===== config.mk =====
export PLATFORM = sky130hd
export DESIGN_NAME = gcib_rot_cell
export DESIGN_NICKNAME = d
export VERILOG_FILES = /design/src/sv/great_circle_initial_bearing_assert.svh /design/src/sv/gcib_pkg.sv /design/src/sv/gcib_rot_cell.sv
export SDC_FILE = /design/constraint.sdc
export NUM_CORES = 1
export LEC_CHECK = 0
export BUFFER_PORTS_ARGS = -buffer_cell sky130_fd_sc_hd__buf_2
export CAP_MARGIN = 5
export CORE_ASPECT_RATIO = 0.9
export CORE_MARGIN = 1
export CORE_UTILIZATION = 60
export DETAILED_ROUTE_END_ITERATION = 8
export GPL_TIMING_DRIVEN = 1
export PLACE_DENSITY = 0.95
export SETUP_SLACK_MARGIN = 0.15
export SLEW_MARGIN = 20
export SYNTH_ARGS = -nofsm -noshare
export SYNTH_HDL_FRONTEND = slang
export SYNTH_SLANG_ARGS = --single-unit

===== constraint.sdc =====
create_clock -name clk -period 4.9 [get_ports clk]
set_input_delay 0.245 -clock clk [delete_from_list [all_inputs] [get_ports clk]]
set_output_delay 0.245 -clock clk [all_outputs]
set_load 0.005 [all_outputs]

===== src/sv/great_circle_initial_bearing_assert.svh =====
// ----------------------------------------------------------------------------
// great circle bearing assertion macros
// implication checks that are compiled out for synthesis
// ----------------------------------------------------------------------------
`ifndef GREAT_CIRCLE_INITIAL_BEARING_ASSERT_SVH
`define GREAT_CIRCLE_INITIAL_BEARING_ASSERT_SVH
`ifndef SYNTHESIS
// same-cycle implication
`define GCIB_ASSERT_NOW(label, clk, rst, lhs, rhs) \
  label: assert property (@(posedge clk) disable iff (rst) (lhs) |-> (rhs)) \
    else $error("gcib same-cycle check failed");
// next-cycle implication
`define GCIB_ASSERT_NEXT(label, clk, rst, lhs, rhs) \
  label: assert property (@(posedge clk) disable iff (rst) (lhs) |=> (rhs)) \
    else $error("gcib next-cycle check failed");
`else
`define GCIB_ASSERT_NOW(label, clk, rst, lhs, rhs)
`define GCIB_ASSERT_NEXT(label, clk, rst, lhs, rhs)
`endif
`endif


===== src/sv/gcib_pkg.sv =====
// ----------------------------------------------------------------------------
// gcib_pkg
// widths, cordic constants and the elaboration-time arctangent table
// ----------------------------------------------------------------------------
package gcib_pkg;

  localparam int ITER       = 31;
  localparam int FIELD_BITS = 32;
  localparam int SC_W       = 33;  // q30 sine/cosine with headroom
  localparam int VEC_W      = 44;  // q40 atan2 operands with cordic growth

  localparam logic [63:0] PI_Q60          = 64'h3243F6A8885A308D;
  localparam logic [63:0] TWO_OVER_PI_Q64 = 64'hA2F9836E4E441529;
  localparam logic signed [SC_W-1:0] GAIN_Q30 = 33'sh026DD3B6A;

  // shift-subtract divide, elaboration only
  function automatic logic [63:0] udiv64(logic [63:0] n, logic [63:0] d);
    logic [63:0] q;
    logic [63:0] r;
    q = '0;
    r = '0;
    for (int b = 63; b >= 0; b--) begin
      r = {r[62:0], n[b]};
      if (r >= d) begin
        r = r - d;
        q[b] = 1'b1;
      end
    end
    return q;
  endfunction

  // atan(2^-i) in q60 radians by series
  function automatic logic [63:0] atan_q60(int i);
    logic [63:0] sum;
    logic [63:0] term;
    int e;
    sum = '0;
    if (i == 0) return PI_Q60 >> 2;
    for (int k = 0; k < 31; k++) begin
      e = 60 - i * (2 * k + 1);
      if (e >= 0) begin
        term = udiv64(64'd1 << e, 64'(2 * k + 1));
        if (k % 2 == 1) sum = sum - term;
        else sum = sum + term;
      end
    end
    return sum;
  endfunction

  // table entry in binary-angle units of an ab-bit angle register
  function automatic logic [63:0] atan_ang(int i, int ab);
    logic [127:0] p;
    logic [63:0] q;
    p = {64'd0, atan_q60(i)} * {64'd0, TWO_OVER_PI_Q64};
    q = p[127:64];
    return (q + (64'd1 << (61 - ab))) >> (62 - ab);
  endfunction

endpackage


===== src/sv/gcib_rot_cell.sv =====
// ----------------------------------------------------------------------------
// gcib_rot_cell
// one rotation-mode cordic micro-step, registered
// ----------------------------------------------------------------------------
module gcib_rot_cell
  import gcib_pkg::*;
#(
  parameter int ANGLE_BITS = 32,
  parameter int STAGE = 0,
  parameter logic [ANGLE_BITS-1:0] ATAN = '0
) (
  input  logic                         clk,
  input  logic                         en,
  input  logic signed [SC_W-1:0]       x_in,
  input  logic signed [SC_W-1:0]       y_in,
  input  logic [ANGLE_BITS-1:0]        z_in,
  input  logic                         neg_in,
  output logic signed [SC_W-1:0]       x_out,
  output logic signed [SC_W-1:0]       y_out,
  output logic [ANGLE_BITS-1:0]        z_out,
  output logic                         neg_out
);

  always_ff @(posedge clk) begin
    if (en) begin
      if (!z_in[ANGLE_BITS-1]) begin
        x_out <= x_in - (y_in >>> STAGE);
        y_out <= y_in + (x_in >>> STAGE);
        z_out <= z_in - ATAN;
      end else begin
        x_out <= x_in + (y_in >>> STAGE);
        y_out <= y_in - (x_in >>> STAGE);
        z_out <= z_in + ATAN;
      end
      neg_out <= neg_in;
    end
  end

endmodule


Word level (Yosys, flattened, before mapping)
Index checks and enable logic that the tools add are counted.
{ "totals": {"regBits": 99, "inputBits": 101, "output_inout_bits": 99, "elab_cells": 9} }
{ "classes": {"addsub": 3, "muxes": 2} }
{ "op_table": {"columns": ["cell", "count"], "rows": [
  ["two-way mux 33 bit", 2],
  ["subtractor 33 bit", 2],
  ["adder 33 bit", 1]
]} }

Logic depth before layout (Yosys ltp)
Gate-level depths: netlist of run 1.
{ "depth": {"ltp_word": 2, "ltp_mapped": 12, "ltp_nobuf": 12} }

Worst setup path after synthesis of run 1
OpenSTA, ideal clock, no wires.
{ "synth_path": {"path_type": "in2reg", "startpoint": "input port y_in[0]", "endpoint": "register y_out[30] (data pin)", "setup_time_ns": 0.260, "arrival_ns": 2.445, "t_required_ns": 4.640, "path_slack_ns": 2.195, "path_stages": 12, "n_path_buf": 0, "path_cell_list": "inv_1 > ha_1 > fa_1 > and2b_1 > o21ai_1 > o31ai_2 > a31o_2 > o2bb2ai_2 > nor3_1 > or4_1 > a21oi_1 > xnor2_1"} }
{ "synth_between": {"elab_chain_len": 2, "word_cells_on_any_way": 3, "classes_between": "add/sub (2); mux (1)"} }
{ "synth_rtl": {"columns": ["item", "line", "source"], "rows": [
  ["start, declared", "gcib_rot_cell.sv:15", "input logic signed [SC_W-1:0] y_in,"],
  ["adder 33 bit or subtractor 33 bit (tied branches)", "gcib_rot_cell.sv:28, gcib_rot_cell.sv:32", null],
  ["two-way mux 33 bit *", "gcib_rot_cell.sv:26", "if (!z_in[ANGLE_BITS-1]) begin"],
  ["end signal, assigned", "gcib_rot_cell.sv:28", "y_out <= y_in + (x_in >>> STAGE);"],
  ["end signal, assigned", "gcib_rot_cell.sv:32", "y_out <= y_in - (x_in >>> STAGE);"],
  ["end, declared", "gcib_rot_cell.sv:19", "output logic signed [SC_W-1:0] y_out,"]
]} }
Mark *: on every way between the ends. The rest lies on a longest branch, timed or not.
A chain may end at the register's enable or synchronous reset.

Worst setup path in the final report of run 1
{ "layout_path": {"startpoint": "input port x_in[20]", "endpoint": "register x_out[31] (data pin)"} }
{ "layout_between": {"elab_chain_len": 2, "word_cells_on_any_way": 3, "classes_between": "add/sub (2); mux (1)"} }
{ "layout_rtl": {"columns": ["item", "line", "source"], "rows": [
  ["start, declared", "gcib_rot_cell.sv:14", "input logic signed [SC_W-1:0] x_in,"],
  ["subtractor 33 bit or adder 33 bit (tied branches)", "gcib_rot_cell.sv:27, gcib_rot_cell.sv:31", null],
  ["two-way mux 33 bit *", "gcib_rot_cell.sv:26", null],
  ["end signal, assigned", "gcib_rot_cell.sv:27", "x_out <= x_in - (y_in >>> STAGE);"],
  ["end signal, assigned", "gcib_rot_cell.sv:31", "x_out <= x_in + (y_in >>> STAGE);"],
  ["end, declared", "gcib_rot_cell.sv:18", "output logic signed [SC_W-1:0] x_out,"]
]} }
Marks and branches as above.

==> results of run 1 <==
==> kinds of logic after synthesis <==
kind of cell,count (synthesis),synth area share
AND/OR/NAND/NOR,220,0.127
adder cells (fa/ha/maj),99,0.147
multiplexers,10,0.0116
AO/OA/AOI/OAI,311,0.240
XOR/XNOR,63,0.0641
flip-flops,98,0.342
buffers and inverters,143,0.0689
==> flip-flops by register name, indices dropped and copies added, names as in the netlist <==
name,count
z_out,32
x_out,33
y_out,32
neg_out,1
==> report_power, final <==
part / internal (mW) / switching, mW / total (mW)
combinational: 0.382 / 0.614 / 0.996
sequential: 1.08 / 0.0417 / 1.12
clock: 0.363 / 0.349 / 0.712
total: 1.82 / 1.00 / 2.83
==> cell type report <==
type | instances | area (µm²) | share of cell area
clock buffers | 9 | 225 | 0.0226
well taps | 193 | 241 | 0.0243
clock inverters | 7 | 78.8 | 0.00792
multi-input cells | 703 | 5070 | 0.509
inverters | 100 | 375 | 0.0377
flip-flops and latches | 98 | 2940 | 0.296
repair buffers | 202 | 1020 | 0.103
==> cell usage in the layout (no fill, tap or decap), types with 4 or more instances in the layout <==
master     instances
nor4_1            10
o211ai_1          10
a21oi_1          111
o31ai_1           10
o21ai_0           47
nor2b_1           14
edfxtp_1          98
xnor2_1           55
clkbuf_16          9
a21o_1            19
a211oi_1          12
xor2_1             8
inv_1             93
o21a_1             8
clkinv_1           5
nand3_1           12
buf_2            198
a31oi_1            7
nand2b_1          10
mux2i_1           10
nand4_1           14
and3_1             4
ha_1              96
nor3_1            23
buf_4              4
nor3b_1            4
nor2_1            71
o21bai_1          21
or3_1              4
nand2_1           38
o21ai_1           12
==> final timing paths <==
check | start | endpoint | slack, ps | cells past startpoint
setup / recovery | x_in[20] | x_out[31] | 1850 | 12
hold / removal | z_in[2] | z_out[2] | 70 | 1
==> cell usage after synthesis (4+ instances only) <==
| cell | number |
|---|---|
| and3_1 | 4 |
| o21ai_0 | 47 |
| xnor2_1 | 55 |
| o31ai_1 | 10 |
| a31oi_1 | 7 |
| a211oi_1 | 12 |
| o21bai_1 | 21 |
| mux2i_1 | 10 |
| o21a_1 | 8 |
| edfxtp_1 | 98 |
| o21ai_1 | 12 |
| nor3_1 | 23 |
| buf_4 | 9 |
| ha_1 | 96 |
| clkbuf_1 | 15 |
| buf_1 | 6 |
| xor2_1 | 8 |
| nor4_1 | 10 |
| nand2_1 | 38 |
| a21o_1 | 19 |
| or3_1 | 4 |
| clkinv_1 | 5 |
| nand2b_1 | 10 |
| nor3b_1 | 4 |
| inv_1 | 93 |
| a21oi_1 | 111 |
| nand3_1 | 12 |
| nor2_1 | 71 |
| nor2b_1 | 14 |
| buf_2 | 12 |
| o211ai_1 | 10 |
| nand4_1 | 14 |
==> metal layers <==
| layer | wire length, µm | up-vias | track usage |
|---|---|---|---|
| met1 | 10400 | 3799 | 0.460 |
| met4 | 636 | 0 | 0.0965 |
| met5 | 0 | - | 0 |
| li1 | - | 3730 | - |
| met3 | 3920 | 64 | 0.139 |
| met2 | 11000 | 594 | 0.510 |
==> results.py, run 1 <==
metrics = {
    "status": {
        "status": "completed",
    },
    "synthesis": {
        "synth_edf_count": 98,
        "yosys-top-cells-area": "edfxtp_1 (34%), ha_1 (14%), a21oi_1 (6.5%)",
        "netlist_area_mm2": 0.00861,
        "synth-seq-cells": 98,
        "syn-num-nets": 1144,
        "synth-async-reset-ratio": 0,
        "syn_inst": 944,
        "synth_top_cell_by_area": "edfxtp_1",
        "syn_avg_cell_area_um2": 9.12,
        "synth_ff_type": "edfxtp_1",
        "yosysWarnings": 0,
        "synth.distinct_cells": 83,
        "ys_seq_area_frac": 0.342,
        "synth_top_area_share": 0.342,
    },
    "finish": {
        "area_growth_pct": 15.7,
        "fin_util": 0.711,
        "layout-drive-gt1-share": 0.218,
        "num_antenna_cells": 0,
        "fin_area_mm2": 0.00996,
        "nets": 1314,
        "stdcell_count": 1312,
        "fillers": 1074,
    },
    "grt": {
        "grt_max_degree": 77,
        "grt_antenna_before_repair": 0,
        "grt_pass1_wl_mm": 38.7,
        "grt_usage": 0.343,
        "grt_pass1_vias": 7267,
        "grt-ovfl-total": 0,
    },
    "timing": {
        "finalCriticalPeriod_ps": 3050,
        "grt_setup_unrepaired": "no",
        "tns_ps": 0,
        "worst-slew-pin-transition_ps": 830,
        "slew_headroom": 0.432,
        "hold_ws_ps": 67.4,
        "max_freq_ghz": 0.328,
        "final_max_slew_viol_count": 0,
        "fin_crit_sh": 0.622,
        "setup_slack_ps": 1850,
        "setup_viol": 0,
        "hold_viol": 0,
    },
    "cts": {
        "clk_pin_slew_worst_paths_ps": 80,
        "cts_setup_buffers": 0,
        "cts_tree": "yes",
        "cts_num_sinks": 98,
        "hold_buffers": 0,
        "clockBufferDepth": 2,
        "cts-resized-gates": 0,
        "htreeDepth": 3,
        "cts_root_buf": "clkbuf_16",
        "numCtsBuffers": 9,
    },
    "route": {
        "vias": 8187,
        "wl_per_cell_um": 19.8,
        "first_pass_iters": 6,
        "routed_via_density": 6.24,
        "ant_nets": 0,
        "routed_wl_mm": 26.0,
        "drcViolationCount": 0,
        "drt_first_iter_violations": 1280,
    },
    "worst_setup_path": {
        "crit_type": "in2reg",
        "critical_path_buf_inv_count": 3,
        "crit_family": "compound AO/OA/AOI/OAI gates",
        "crit_chain": "buf_2, inv_1, ha_1, inv_1, a21oi_1, o21bai_1, a21oi_1, o211ai_1, a221oi_1, a21bo_1, a221oi_2, xor2_1",
        "cp-end-kind": "flop",
        "critPathLaunchType": "input pin",
        "worstPathMaxFanout": 11,
        "critPathMaxStageDelay_ps": 580,
        "crit_arrival_ps": 3150,
        "critPathSlowestCell": "ha_1",
        "critPathRequiredTime_ps": 5000,
    },
    "placement": {
        "port_buffers": 199,
        "place_congestion": 1.08,
        "hpwl_mm": 20.5,
        "dp.cells": 1296,
        "post_dp_cell_area_mm2": 0.00965,
        "dp_slack_ps": 1580,
    },
    "floorplan": {
        "die_y_um": 116,
        "dieArea_mm2": 0.0148,
        "dieWidth_um": 128,
        "pin_count": 200,
        "start_util": 0.615,
        "coreArea_mm2": 0.0140,
        "rows": 41,
    },
    "pwr": {
        "ir_worst_vdd_mv": 0.242,
        "power_mw": 2.83,
        "p_leak_nw": 4.43,
        "powerDensity_mw_per_mm2": 284,
    },
    "hold_path": {
        "hold_class": "in2reg",
    },
    "run": {
        "drv_cap": 0,
    },
}
Note: power is estimated with default switching activity, not from simulation.
==> run 2, diff against run 1 <==
Settings changed: ABC_AREA from default to 1, CORE_UTILIZATION 60 to 52, PLACE_DENSITY 0.95 to 0.89.
Clock period 4.9 ns to 2.8 ns, I/O delays scaled along.
==> results.py, run 2 <==
metrics = {
    "status": {
        "status": "completed",
    },
    "cts": {
        "hold_buffers": 32,
        "cts_tree": "yes",
        "numCtsBuffers": 9,
        "clk_pin_slew_worst_paths_ps": 80,
        "clockBufferDepth": 2,
        "cts_num_sinks": 98,
        "cts-resized-gates": 0,
        "cts_setup_buffers": 0,
        "htreeDepth": 3,
        "cts_root_buf": "clkbuf_16",
    },
    "worst_setup_path": {
        "path_common_cell": "nand2_1",
        "critPathMaxStageDelay_ps": 480,
        "crit_family": "simple AND/OR/NAND/NOR gates",
        "critPathLaunchType": "input pin",
        "crit_chain": "buf_2, inv_1, ha_1, nand2_1, nor2_1, nand2_1, nand3_1, nand2_1, nand2_1, nand2_1, nand2_1, nand2_1, nand3_1, nand2_1",
        "critical_path_buf_inv_count": 2,
        "crit_type": "in2reg",
        "cp-end-kind": "flop",
        "critPathSlowestCell": "ha_1",
        "worstPathMaxFanout": 10,
        "critPathRequiredTime_ps": 2910,
        "crit_arrival_ps": 2150,
    },
    "finish": {
        "num_antenna_cells": 0,
        "largest_reg_flops": 33,
        "regMostFlops": "x_out",
        "area_growth_pct": 16.0,
        "final_cell_mix": "nand2_1 (651), inv_1 (349), buf_2 (198)",
        "regArea_mm2": 0.00294,
        "final_common_cell": "nand2_1",
        "stdcell_count": 2176,
        "fin_area_mm2": 0.0124,
        "reg_top3": "x_out (33), y_out (32), z_out (32)",
        "multi_input_area_mm2": 0.00613,
        "nets": 2116,
        "fillers": 1936,
        "layout-drive-gt1-share": 0.124,
    },
    "timing": {
        "max_freq_ghz": 0.492,
        "fin_crit_sh": 0.726,
        "tns_ps": 0,
        "worst-slew-pin-transition_ps": 946,
        "grt_setup_unrepaired": "no",
        "hold_ws_ps": 182,
        "finalCriticalPeriod_ps": 2030,
        "final_max_slew_viol_count": 0,
        "slew_headroom": 0.365,
        "setup_viol": 0,
        "hold_viol": 0,
    },
    "grt": {
        "met2_usage": 0.509,
        "grt_pass1_wl_mm": 53.0,
        "grt-ovfl-total": 0,
        "grt_pass1_vias": 10200,
        "grt_antenna_before_repair": 0,
        "grt_usage": 0.330,
        "met3_usage": 0.0525,
        "grt_max_degree": 61,
        "grt_busiest_layer": "met2",
        "met1_usage": 0.480,
    },
    "route": {
        "wl_per_cell_um": 15.9,
        "routed_wl_mm": 34.5,
        "first_pass_iters": 6,
        "vias": 11600,
        "ant_nets": 0,
        "drcViolationCount": 0,
        "routed_via_density": 5.32,
        "drt_first_iter_violations": 1290,
    },
    "hold_path": {
        "min_path_cells": 3,
        "worstHoldEndpoint": "x_out[0]",
        "hold_class": "in2reg",
        "hp-start": "y_in[0]",
    },
    "floorplan": {
        "rows": 49,
        "pin_count": 200,
        "start_util": 0.531,
        "die_y_um": 138,
        "dieWidth_um": 153,
        "dieArea_mm2": 0.0211,
        "coreArea_mm2": 0.0200,
    },
    "synthesis": {
        "synth-async-reset-ratio": 0,
        "yosys-top-cells-area": "edfxtp_1 (28%), nand2_1 (23%), inv_1 (12%)",
        "ys_seq_area_frac": 0.276,
        "yosysWarnings": 0,
        "synth-seq-cells": 98,
        "syn-num-nets": 1912,
        "yosysMostFrequentCell": "nand2_1",
        "synth_top_cell_by_area": "edfxtp_1",
        "netlist_area_mm2": 0.0107,
        "synth_top_area_share": 0.276,
        "synth_edf_count": 98,
        "syn_avg_cell_area_um2": 6.22,
        "synth_common_cells": "nand2_1 (651), inv_1 (349), nand3_1 (164)",
        "synth.distinct_cells": 31,
        "syn_inst": 1712,
        "synth_ff_type": "edfxtp_1",
    },
    "placement": {
        "place_congestion": 1.03,
        "post_dp_cell_area_mm2": 0.0118,
        "dp.cells": 2128,
        "hpwl_mm": 28.4,
        "port_buffers": 199,
    },
    "run": {
        "drv_cap": 0,
    },
    "pwr": {
        "power_mw": 5.19,
        "p_leak_nw": 7.07,
        "powerDensity_mw_per_mm2": 420,
        "ir_worst_vdd_mv": 0.335,
    },
}
[run 2: how the worst max path moves through the flow]
| stage | depth (start not counted) | from | slack, ps | endpoint |
|---|---|---|---|---|
| after detailed placement | 14 | x_in[6] | 490 | x_out[20] |
| final | 14 | x_in[5] | 770 | x_out[30] |
| after floorplan | 15 | x_in[0] | 1020 | x_out[32] |
| after global placement | 14 | x_in[6] | 480 | x_out[20] |
| after CTS | 14 | x_in[5] | 850 | y_out[30] |
| after global routing | 14 | x_in[5] | 560 | x_out[30] |
[run 2: cells by family (layout without fill, tap and decap cells)]
kind of cell               after synthesis  in the layout  synth area share
and+or+nand+nor                        965            965             0.371
buffers and inverters                  395            604             0.149
AOI/OAI and AO/OA                      131            131            0.0659
adders and majority gates               99             99             0.118
DFF                                     98             98             0.276
xor gates and xnor gates                24             24            0.0197
[run 2: where the power goes]
group	leakage, nW	internal (mW)	switching (mW)
clock network	0.135	0.616	0.612
registers	0.958	1.84	0.0566
logic	5.97	0.690	1.37
total	7.07	3.15	2.04
[run 2: metrics by stage]
stage          setup slack (ps)  utilization
6_report                    767        0.617
5_1_grt                     561        0.617
4_1_cts                     854        0.617
3_5_place_dp                486        0.587
3_3_place_gp                479        0.587
2_1_floorplan              1020            -
[run 2: worst min-delay path, cell delays in order]
cell	delay, ps
buf_2	100
ha_1	120
inv_1	30
[run 2: final cells by class]
cell class / instances / area share
Timing Repair Buffer: 237 / 0.111
Multi-Input combinational cell: 1219 / 0.496
Clock buffer: 10 / 0.0185
Sequential cell: 98 / 0.238
Tap cell: 255 / 0.0258
Clock inverter: 6 / 0.00405
Inverter: 351 / 0.107
[run 2: metal layers]
metal	part of all wire	up-vias	wire, µm
met2	0.42	610	14400
li1	-	5678	-
met1	0.45	5226	15400
met3	0.11	56	3930
met4	0.023	0	799
met5	0	-	0
